<file path="src/design/swlz_pkg.sv">
`timescale 1ns / 1ps

package swlz_pkg;

    localparam int unsigned WINDOW  = 32;
    localparam int unsigned HIST_AW = $clog2(WINDOW);
    localparam int unsigned BYTE_W  = 8;
    localparam int unsigned LEN_W   = 3;

    localparam logic [BYTE_W-1:0] MARKER_BYTE = 8'hFF;

    typedef enum logic [1:0] {
        ST_IDLE,
        ST_READ,
        ST_DATA,
        ST_EMIT
    } swlz_state_t;

endpackage

</file>
<file path="src/design/short_window_lz_decoder.sv">
`timescale 1ns / 1ps
// Literal: the input beat is accepted, then the result beat is presented.
// Copy code of n bytes: each output byte takes a history read, a write back
// and a present step, in that order.
// Marker with more to follow: no result. One item in flight.
// Reset (aresetn low, synchronous) clears state, write pointer, marker flag
// and the 32 history valid bits; the history itself needs no clearing pass.
module short_window_lz_decoder (
    input  logic        aclk,
    input  logic        aresetn,
    input  logic        s_tvalid,
    output logic        s_tready,
    input  logic [7:0]  s_tdata,   // [7:0] in_byte
    input  logic        s_tlast,   // chunk_last
    output logic        m_tvalid,
    input  logic        m_tready,
    output logic [7:0]  m_tdata,   // [7:0] out_byte
    output logic        m_tlast,   // run_last
    output logic [1:0]  m_tuser    // [0] chunk_done, [1] truncated
);
    import swlz_pkg::*;

    swlz_state_t state_reg, state_next;

    logic [HIST_AW-1:0] wpos_reg, wpos_next;
    logic [HIST_AW-1:0] src_reg,  src_next;
    logic [LEN_W-1:0]   cnt_reg,  cnt_next;
    logic               pend_reg, pend_next;
    logic               last_reg, last_next;
    logic [BYTE_W-1:0]  obyte_reg, obyte_next;
    logic               run_last_reg, run_last_next;
    logic               done_reg, done_next;
    logic               trunc_reg, trunc_next;

    logic [WINDOW-1:0]  valid_reg;
    logic [BYTE_W-1:0]  hist_mem [WINDOW];
    logic [BYTE_W-1:0]  rd_data_reg;
    logic               rd_valid_reg;

    logic               mem_we;
    logic [BYTE_W-1:0]  mem_wdata;
    logic               hist_clr;
    logic [BYTE_W-1:0]  copy_byte;

    assign copy_byte = rd_valid_reg ? rd_data_reg : '0;

    assign s_tready = (state_reg == ST_IDLE);
    assign m_tvalid = (state_reg == ST_EMIT);
    assign m_tdata  = obyte_reg;
    assign m_tlast  = run_last_reg;
    assign m_tuser  = {trunc_reg, done_reg};

    always_comb begin
        state_next    = state_reg;
        wpos_next     = wpos_reg;
        src_next      = src_reg;
        cnt_next      = cnt_reg;
        pend_next     = pend_reg;
        last_next     = last_reg;
        obyte_next    = obyte_reg;
        run_last_next = run_last_reg;
        done_next     = done_reg;
        trunc_next    = trunc_reg;
        mem_we        = 1'b0;
        mem_wdata     = s_tdata;
        hist_clr      = 1'b0;

        case (state_reg)
            ST_IDLE: begin
                if (s_tvalid) begin
                    last_next = s_tlast;
                    if (pend_reg) begin
                        pend_next     = 1'b0;
                        mem_we        = 1'b1;
                        wpos_next     = wpos_reg + 1'b1;
                        obyte_next    = s_tdata;
                        run_last_next = 1'b1;
                        done_next     = s_tlast;
                        trunc_next    = 1'b0;
                        state_next    = ST_EMIT;
                    end else if (s_tdata == MARKER_BYTE) begin
                        if (s_tlast) begin
                            obyte_next    = '0;
                            run_last_next = 1'b1;
                            done_next     = 1'b1;
                            trunc_next    = 1'b1;
                            state_next    = ST_EMIT;
                        end else begin
                            pend_next = 1'b1;
                        end
                    end else begin
                        // distance 32 - f from wpos is wpos + f modulo the window
                        src_next   = wpos_reg + s_tdata[BYTE_W-1:LEN_W];
                        cnt_next   = s_tdata[LEN_W-1:0];
                        state_next = ST_READ;
                    end
                end
            end
            ST_READ: begin
                state_next = ST_DATA;
            end
            ST_DATA: begin
                mem_we        = 1'b1;
                mem_wdata     = copy_byte;
                wpos_next     = wpos_reg + 1'b1;
                src_next      = src_reg + 1'b1;
                obyte_next    = copy_byte;
                run_last_next = (cnt_reg == '0);
                done_next     = (cnt_reg == '0) && last_reg;
                trunc_next    = 1'b0;
                state_next    = ST_EMIT;
            end
            ST_EMIT: begin
                if (m_tready) begin
                    if (run_last_reg) begin
                        if (last_reg) begin
                            // chunk end: drop history, rewind pointer
                            hist_clr  = 1'b1;
                            wpos_next = '0;
                            pend_next = 1'b0;
                        end
                        state_next = ST_IDLE;
                    end else begin
                        cnt_next   = cnt_reg - 1'b1;
                        state_next = ST_READ;
                    end
                end
            end
            default: begin
                state_next = ST_IDLE;
            end
        endcase
    end

    always_ff @(posedge aclk) begin
        if (!aresetn) begin
            state_reg <= ST_IDLE;
            wpos_reg  <= '0;
            pend_reg  <= 1'b0;
        end else begin
            state_reg <= state_next;
            wpos_reg  <= wpos_next;
            pend_reg  <= pend_next;
        end
    end

    always_ff @(posedge aclk) begin
        if (!aresetn || hist_clr) begin
            valid_reg <= '0;
        end else if (mem_we) begin
            valid_reg[wpos_reg] <= 1'b1;
        end
    end

    always_ff @(posedge aclk) begin
        src_reg      <= src_next;
        cnt_reg      <= cnt_next;
        last_reg     <= last_next;
        obyte_reg    <= obyte_next;
        run_last_reg <= run_last_next;
        done_reg     <= done_next;
        trunc_reg    <= trunc_next;
        rd_valid_reg <= valid_reg[src_reg];
    end

    always_ff @(posedge aclk) begin
        if (mem_we) begin
            hist_mem[wpos_reg] <= mem_wdata;
        end
        rd_data_reg <= hist_mem[src_reg];
    end

endmodule

</file>
<file path="config.mk">
export PLATFORM = sky130hd
export DESIGN_NAME = short_window_lz_decoder
export DESIGN_NICKNAME = d
export VERILOG_FILES = /design/src/design/swlz_pkg.sv /design/src/design/short_window_lz_decoder.sv
export SDC_FILE = /design/constraint.sdc
export NUM_CORES = 1
export LEC_CHECK = 0
export BUFFER_PORTS_ARGS = -buffer_cell sky130_fd_sc_hd__buf_2
export CAP_MARGIN = 5
export CORE_MARGIN = 5
export CORE_UTILIZATION = 56
export DETAILED_ROUTE_END_ITERATION = 16
export GPL_TIMING_DRIVEN = 1
export HOLD_SLACK_MARGIN = 0.03
export PLACE_DENSITY = 0.77
export SLEW_MARGIN = 5
export SYNTH_ARGS = -nofsm -noshare
export SYNTH_HDL_FRONTEND = slang
export SYNTH_SLANG_ARGS = --single-unit
</file>
<file path="constraint.sdc">
create_clock -name aclk -period 2.8 [get_ports aclk]
set_input_delay 0 -clock aclk [delete_from_list [all_inputs] [get_ports aclk]]
set_output_delay 0 -clock aclk [all_outputs]
set_load 0.005 [all_outputs]
</file>
==> metrics.txt, run 1 <==
setup tns final=0 ns; critical setup path kind=register to register; largest net degree at the start of global routing=between 50 and 60; routability congestion estimate=between 0.9 and 1; combinational family with the most area after synthesis=multiplexers; Placed Area=roughly 0.014 mm²; Non-Filler Instances=between 1000 and 1500; Root Buffer=clkbuf_16; vias in the first global route=7210; Vert. Die Dim=between 150 and 200 µm; DRC=0; simple-gate share of the synthesized area=0.0548; hold_sp=s_tdata[5]; cell family with most CP delay=simple AND/OR/NAND/NOR gates; Post-Synthesis Net Count=between 800 and 900; fin. max-slew vios=0; post-synthesis compound-gate area fraction=0.0549; dpl hpwl=about 19 mm; Final setup viols=0; Synth Area per Inst=16.8 µm²; slew of the pin with the lowest slew margin=just over 0.8 ns; post-synth top area share=0.632; CTS H-tree depth=1; RSZ-0062 raised after global routing=no; critical path launch point type=register; slowest CP cell=ha_1; final core occ=0.644; share of layout cells above drive strength 1=0.224; slowest stage delay, CP=0.44 ns; Max Fclk=401 MHz; total of max-cap violations=0; synth warn=0; power density over the cells=897 mW/mm²; Post-Syn Area=between 0.01 and 0.015 mm²; Relative slew margins=0.459; clk slew on worst S/H paths=0.07 ns; number of flops mapped to enable cells by yosys=276; post-synthesis instance total=between 700 and 800; First-pass DRT Iterations=6; WP data arrival=2.75 ns; mux share of post-synthesis cell area=0.134; Routed Antenna Nets=0; commonest register cell after synthesis=edfxtp_1; die area=approximately 0.027 mm²; Synth area leaders=edfxtp_1 63%, mux4_2 8.1%, dfxtp_1 7.5%; Worst VDD drop=0.563 mV; # rows=56; cts hold-fix bufs=11; outcome=complete, no violations; count leader, synth=edfxtp_1; Initial Utilization=0.564; worst setup margin=0.309 ns; cell chain of the critical path=inv_1 -> ha_1 -> a31o_2 -> nand2_1 -> nor2_1 -> buf_4; port bufs=25; CTS Buf Count=31; Area growth, synth to finish=14.2%; Synth top cells by count=276 x edfxtp_1, 106 x nor2_1, 49 x dfxtp_1; endpoint class of the critical path=register; post-synthesis xor/xnor area fraction=0.00735; vias=7257; Final Cell Area=between 0.01 and 0.015 mm²; GRT Util Overall=0.222; Post-Place Worst Slack=between 0.5 and 0.6 ns; drt total wl=between 20 and 30 mm; # placed instances=1143; Die Span X=163 µm; minimum clock period=~2.5 ns; Hold Violations, Final=0; initial antenna violation count=1; Core ar.=~0.023 mm²; FF-to-FF Start=state_reg[0]; Worst Setup SP=state_reg[0]; Seq/Total Area, Yosys=0.707; total congestion overflow=0; CTS tree=done; WP data required=between 3 and 4 ns; drt wl/cell=around 24 µm; nets=898; Post-CTS Setup Inserts=0; initial drt markers=approximately 860; max reg flops=~260; leading area contributor after synthesis=edfxtp_1; CP max FO=10; Clock Sinks=approximately 330; Synth Area in Adders=0.0168; Longest Clk Path Bufs=3; Worst Hold Class=input port to register; Lkg Pwr=a little over 5 nW; final setup skew=approximately 0.016 ns; worst path bufs/invs=2; first-pass GRT wire length=44.2 mm; R2R Setup Slk=a little over 0.3 ns; number of I/O pins=26; post_cts resized=0; Synth async-reset ratio=0; part of the cycle the worst path needs=0.890; Clock Latency Late Sink=0.56 ns; library cells used by synthesis=52; Synth Register Bits=325; vias per cell=around 6
-- cell families (layout without fill, tap and decap cells) --
kind of cell | Yosys count | after routing
simple gates | 168 | 168
fa+ha+maj | 17 | 17
mux | 100 | 100
buf+inv | 60 | 171
flops | 325 | 325
compound gates | 101 | 101
other cells | 0 | 1
xor+xnor | 11 | 11
-- worst paths after layout --
check               endpoint  depth (start not counted)
max          hist_mem[14][3]                          6
min               src_reg[2]                          4
max reg2reg  hist_mem[14][3]                          6
min reg2reg    valid_reg[19]                          2
-- where the power goes --
part	internal, mW	switching, mW
Clock	2.36	1.70
Combinational	1.38	2.00
Sequential	5.76	0.228
Total	9.50	3.93
-- through the flow --
stage / total power [mW] / hold slack, ns
after floorplan: 8.39 / 0.0989
after global placement: 9.35 / 0.253
after detailed placement: 9.41 / 0.258
after CTS: 13.5 / 0.131
after global routing: 13.9 / 0.177
final: 13.4 / 0.160
-- final cells by class --
cell class / instances / area (µm²)
Clock buffer: 47 / 886
Multi-Input combinational cell: 397 / 3540
Inverter: 20 / 75.1
Antenna cell: 1 / 2.50
Fill cell: 1642 / 8290
Sequential cell: 325 / 9270
Tap cell: 319 / 399
Clock inverter: 11 / 111
Timing Repair Buffer: 93 / 688
-- cell usage in the layout, fill, tap and decap left out, types with 7 or more instances in the layout --
cell type | netlist | final
edfxtp_1 | 276 | 276
nor2_1 | 106 | 106
buf_4 | 8 | 55
dfxtp_1 | 49 | 49
mux4_2 | 47 | 47
mux2i_1 | 41 | 41
clkbuf_16 | 0 | 31
nand2_1 | 29 | 29
buf_2 | 13 | 25
a22oi_1 | 21 | 21
inv_1 | 20 | 20
a21oi_1 | 18 | 18
ha_1 | 16 | 16
clkbuf_1 | 11 | 11
dlygate4sd3_1 | 0 | 11
nor2b_1 | 10 | 10
mux4_1 | 10 | 10
o21ai_0 | 18 | 9
o21ai_2 | 0 | 9
o221ai_1 | 7 | 7
o22ai_1 | 7 | 7
a211oi_1 | 7 | 7
xor2_1 | 7 | 7
-- routing by layer --
metal	up-vias	wire, µm	track usage
met3	45	2800	0.0554
met4	0	624	0.0602
met5	-	0	0
met2	319	14200	0.358
li1	3205	-	-
met1	3688	11300	0.308
-- worst min-delay path: cells and delay by family --
family / cells / cell delay, ns
adders and majority gates: 1 / 0.19
AOI/OAI and AO/OA: 1 / 0.19
buffers and inverters: 1 / 0.12
xor gates and xnor gates: 1 / 0.08
Note: power is estimated with default switching activity, not from simulation.
==> run 2, diff against run 1 <==
- CORE_UTILIZATION: 56 -> 60
- PLACE_DENSITY: 0.77 -> 0.79
- clock period: 2.8 -> 3 ns (I/O delays scaled with it)
==> metrics.txt, run 2 (synthesis results as in run 1) <==
total of max-cap violations=0 (unchanged); R2R Setup Slk=0.44 ns (was 0.31 ns); CP max FO=23 (was 10); Non-Filler Instances=1170 (was 1213); vias in the first global route=7582 (was 7210); commonest non-fill, non-tap cell in the layout=edfxtp_1 (unchanged); # placed instances=1102 (was 1143); Lkg Pwr=5.22 nW (was 5.17 nW); first-pass GRT wire length=47.0 mm (was 44.2 mm); DRC=0 (unchanged); FF-to-FF End=hist_mem[18][5] (was hist_mem[14][3]); Relative slew margins=0.222 (was 0.459); Fill cells=1331 (was 1642); minimum clock period=2.56 ns (was 2.49 ns); GRT Util Overall=0.253 (was 0.222); Die Span X=158 µm (was 163 µm); Root Buffer=clkbuf_16 (unchanged); routability congestion estimate=0.975 (was 0.912); area of all sequential standard cells=0.00927 mm² (unchanged); setup tns final=0 ns (unchanged); Initial Utilization=0.604 (was 0.564); dpl hpwl=20.0 mm (was 18.6 mm); die area=0.0249 mm² (was 0.0266 mm²); Post-CTS Setup Inserts=0 (unchanged); most frequent cells in the layout=276 x edfxtp_1, 106 x nor2_1, 53 x buf_4, 49 x dfxtp_1, 47 x mux4_2 (was 276 x edfxtp_1, 106 x nor2_1, 55 x buf_4, 49 x dfxtp_1, 47 x mux4_2); vias per cell=6.39 (was 5.98); Seq pwr share=0.435 (was 0.446); Worst VDD drop=0.654 mV (was 0.563 mV); power density over the cells=858 mW/mm² (was 897 mW/mm²); Clock Latency Late Sink=0.56 ns (about the same); WP data required=3.41 ns (was 3.06 ns); Core ar.=0.0217 mm² (was 0.0233 mm²); WP data arrival=2.96 ns (was 2.75 ns); Worst Setup SP=state_reg[0] (unchanged); final core occ=0.693 (was 0.644); total congestion overflow=0 (unchanged); part of the cycle the worst path needs=0.853 (was 0.890); nets=896 (was 898); slew of the pin with the lowest slew margin=1.17 ns (was 0.809 ns); sw power=3.71 mW (was 3.93 mW); Hold Violations, Final=0 (unchanged); share of layout cells above drive strength 1=0.228 (was 0.224); First-pass DRT Iterations=6 (unchanged); multi-input logic area=0.00354 mm² (unchanged); endpoint class of the critical path=register (unchanged); clk slew on worst S/H paths=0.07 ns (about the same); ant diodes=0 (was 1); outcome=complete, no violations (unchanged); Reg2Reg Depth=5 (was 6); max reg flops=256 (unchanged); Longest Clk Path Bufs=3 (unchanged); initial antenna violation count=0 (was 1); end of the critical path=hist_mem[18][5] (was hist_mem[14][3]); number of I/O pins=26 (unchanged); Clock Sinks=325 (unchanged); fin. max-slew vios=0 (unchanged); sw frac=0.288 (was 0.293); # rows=54 (was 56); Worst Hold Class=input port to register (unchanged); FF-to-FF Start=state_reg[0] (unchanged); port bufs=25 (unchanged); Max Fclk=391 MHz (was 401 MHz); drt total wl=30.5 mm (was 29.0 mm); initial drt markers=983 (was 862); critical setup path kind=register to register (unchanged); drt wl/cell=26.1 µm (was 23.9 µm); CTS Buf Count=31 (unchanged); Vert. Die Dim=158 µm (was 163 µm); critical path launch point type=register (unchanged); largest net degree at the start of global routing=67 (was 55); combinational share of power=0.244 (was 0.252); Routed Antenna Nets=0 (unchanged); Final setup viols=0 (unchanged); Clk pwr share=0.321 (was 0.302); CTS tree=done (unchanged); CTS H-tree depth=1 (unchanged); vias=7476 (was 7257); internal cell power=9.17 mW (was 9.50 mW); final setup skew=0.0161 ns (was 0.0164 ns); hold slack=0.194 ns (was 0.160 ns); RSZ-0062 raised after global routing=no (unchanged); Area growth, synth to finish=14.6% (was 14.2%)
run 2: how the worst min path moves through the flow:
stage	start	end	slack, ns	cells after the start
floorplan	s_tlast	last_reg	0.1	0
global placement	s_tlast	last_reg	0.24	1
detailed placement	s_tlast	last_reg	0.25	1
CTS	s_tdata[5]	src_reg[2]	0.14	4
global route	s_tdata[5]	src_reg[2]	0.19	4
finish	s_tdata[5]	src_reg[2]	0.19	4
run 2: power by group through the flow:
stage / combinational (mW) / clock [mW] / sequential [mW]
4_1_cts: 3.12 / 4.18 / 5.60
6_report: 3.14 / 4.14 / 5.60
2_1_floorplan: 2.27 / 0 / 5.57
5_1_grt: 3.34 / 4.39 / 5.62
3_3_place_gp: 2.98 / 0 / 5.68
3_5_place_dp: 3.08 / 0 / 5.69
run 2: per-layer routing:
layer  up-vias  global-route usage  part of all wire  wire [µm]
li1       3198                   -                 -          -
met1      3753               0.353              0.37      11400
met2       432               0.422              0.50      15400
met3        93              0.0410             0.088       2700
met4         0              0.0705             0.036       1080
met5         -                   0                 0          0
run 2: timing repair:
item | in CTS | in global routing
endpoints found under the hold margin | 26 | 0
resized for setup | 0 | 0
hold buffers | 11 | 0
run 2: final cells by class:
cell class | instances | share of cell area
sequential | 325 | 0.617
multi-input combinational | 397 | 0.236
clock buffer | 45 | 0.0626
timing repair buffer | 91 | 0.0448
tap | 280 | 0.0233
clock inverter | 12 | 0.0112
inverter | 20 | 0.00500
run 2: metrics by stage:
stage / setup WS (ns) / power [mW] / cell area [µm²]
after floorplan: 0.287 / 7.83 / 13100
after global placement: 0.626 / 8.66 / 13800
after detailed placement: 0.520 / 8.78 / 13800
after CTS: 0.473 / 12.9 / 15000
after global routing: 0.251 / 13.3 / 15000
final: 0.441 / 12.9 / 15000
run 2: worst max-delay path, stage by stage (launching register included):
cell and delay, ns:
dfxtp_1 0.38, inv_1 0.13, ha_1 0.41, buf_4 0.26, o21ai_2 0.89, buf_4 0.32
==> run 3, diff against run 2 <==
- BUFFER_PORTS_ARGS: -buffer_cell sky130_fd_sc_hd__buf_2 -> -buffer_cell sky130_fd_sc_hd__buf_4
==> metrics.txt, run 3 (synthesis results as in run 1) <==
clk slew on worst S/H paths=0.07 ns (about the same); Clk pwr share=0.293 (was 0.321); die area=0.0249 mm² (unchanged); Area growth, synth to finish=13.7% (was 14.6%); CTS H-tree depth=1 (unchanged); slowest stage delay, CP=0.85 ns (was 0.89 ns); CTS tree=done (unchanged); Lkg Pwr=5.14 nW (was 5.22 nW); part of the cycle the worst path needs=0.839 (was 0.853); largest net degree at the start of global routing=52 (was 67); combinational share of power=0.256 (was 0.244); Final Cell Area=0.0149 mm² (was 0.0150 mm²); total of max-cap violations=0 (unchanged); most frequent cells in the layout=276 x edfxtp_1, 106 x nor2_1, 76 x buf_4, 49 x dfxtp_1, 47 x mux4_2 (was 276 x edfxtp_1, 106 x nor2_1, 53 x buf_4, 49 x dfxtp_1, 47 x mux4_2); first-pass GRT wire length=46.2 mm (was 47.0 mm); cell chain of the critical path=buf_4 -> and2_2 -> nand2_2 -> o22ai_1 -> a211oi_1 -> a22oi_1 (was inv_1 -> ha_1 -> buf_4 -> o21ai_2 -> buf_4); cts hold-fix bufs=10 (was 11); Root Buffer=clkbuf_16 (unchanged); Worst VDD drop=0.668 mV (was 0.654 mV); Relative slew margins=0.188 (was 0.222); Initial Utilization=0.604 (unchanged); drt total wl=30.8 mm (was 30.5 mm); Die Span X=158 µm (unchanged); critical setup path kind=register to register (unchanged); slew of the pin with the lowest slew margin=1.22 ns (was 1.17 ns); post_cts resized=0 (unchanged); # rows=54 (unchanged); WP data required=3.47 ns (was 3.41 ns); Vert. Die Dim=158 µm (unchanged); Core ar.=0.0217 mm² (unchanged); power density over the cells=834 mW/mm² (was 858 mW/mm²); sw frac=0.300 (was 0.288); total congestion overflow=0 (unchanged); slowest CP cell=edfxtp_1 (was o21ai_2); Placed Area=0.0138 mm² (about the same); internal cell power=8.71 mW (was 9.17 mW); vias per cell=6.39 (about the same); minimum clock period=2.52 ns (was 2.56 ns); final setup skew=0.0135 ns (was 0.0161 ns); routability congestion estimate=0.913 (was 0.975); ant diodes=0 (unchanged); First-pass DRT Iterations=5 (was 6); M1 GR Usage=0.352 (was 0.353); commonest non-fill, non-tap cell in the layout=edfxtp_1 (unchanged); initial drt markers=1017 (was 983); CP max FO=13 (was 23); RSZ-0062 raised after global routing=no (unchanged); critical path launch point type=register (unchanged); Max Fclk=397 MHz (was 391 MHz); Clock Latency Late Sink=0.56 ns (about the same); dpl hpwl=19.5 mm (was 20.0 mm); fin. max-slew vios=0 (unchanged); Routed Antenna Nets=0 (unchanged); DRC=0 (unchanged); WP data arrival=2.98 ns (was 2.96 ns); Post-CTS Setup Inserts=0 (unchanged); CTS Buf Count=31 (unchanged); vias=7465 (was 7476); Clock Sinks=325 (unchanged); endpoint class of the critical path=register (unchanged); GRT Util Overall=0.254 (was 0.253); outcome=complete, no violations (unchanged); share of layout cells above drive strength 1=0.222 (was 0.228); sw power=3.73 mW (was 3.71 mW); max reg flops=256 (unchanged); Longest Clk Path Bufs=3 (unchanged); initial antenna violation count=1 (was 0); M2 GR Usage=0.410 (was 0.422); Worst Hold Class=input port to register (unchanged); Final setup viols=0 (unchanged); setup tns final=0 ns (unchanged); busiest layer in global routing=met2 (unchanged); port bufs=25 (unchanged); vias in the first global route=7511 (was 7582); number of I/O pins=26 (unchanged); drt wl/cell=26.4 µm (was 26.1 µm); met3 usage=0.0566 (was 0.0410); Seq pwr share=0.451 (was 0.435); nets=893 (was 896); Hold Violations, Final=0 (unchanged)
run 3: critical path, delay by kind of cell (launching register included):
kind | cells | cell delay (ns)
flip-flops | 1 | 0.85
AO/OA/AOI/OAI | 3 | 0.74
AND/OR/NAND/NOR | 2 | 0.47
buffers and inverters | 1 | 0.36
run 3: per-layer routing:
layer  routed length [µm]  share of wire  vias to the layer above
li1                     -              -                     3195
met2                14900           0.48                      482
met1                11400           0.37                     3704
met3                 3390           0.11                       84
met5                    0              0                        -
met4                 1090          0.035                        0
run 3: worst paths after layout:
check	startpoint	to	slack, ns	depth (start not counted)
setup / recovery	src_reg[1]	rd_data_reg[5]	0.48	6
hold / removal	s_tdata[6]	src_reg[3]	0.08	5
setup reg to reg	src_reg[1]	rd_data_reg[5]	0.48	6
hold reg to reg	valid_reg[26]	valid_reg[26]	0.46	2
run 3: final cells by class:
class	count	area, µm²
inverters	20	75.1
flip-flops and latches	325	9270
multi-input cells	397	3550
well taps	280	350
fillers	1361	6780
clock buffers	39	826
repair buffers	88	711
clock inverters	19	126
run 3: metrics by stage:
stage	hold slack, ns	cells	total power, mW	worst slack [ns]	utilization
2_1_floorplan	0.0989	782	7.83	0.287	-
3_3_place_gp	0.218	1100	8.67	0.647	0.638
3_5_place_dp	0.228	1100	8.81	0.615	0.638
4_1_cts	0.0656	1168	12.4	0.539	0.687
5_1_grt	0.118	1168	12.9	0.379	0.687
6_report	0.0778	1168	12.4	0.483	0.687
run 3: power by group through the flow:
stage | Combinational (mW) | Clock [mW] | Sequential (mW)
finish | 3.18 | 3.64 | 5.61
global route | 3.38 | 3.89 | 5.62
CTS | 3.15 | 3.68 | 5.60
detailed placement | 3.11 | 0 | 5.70
global placement | 2.99 | 0 | 5.68
floorplan | 2.27 | 0 | 5.57
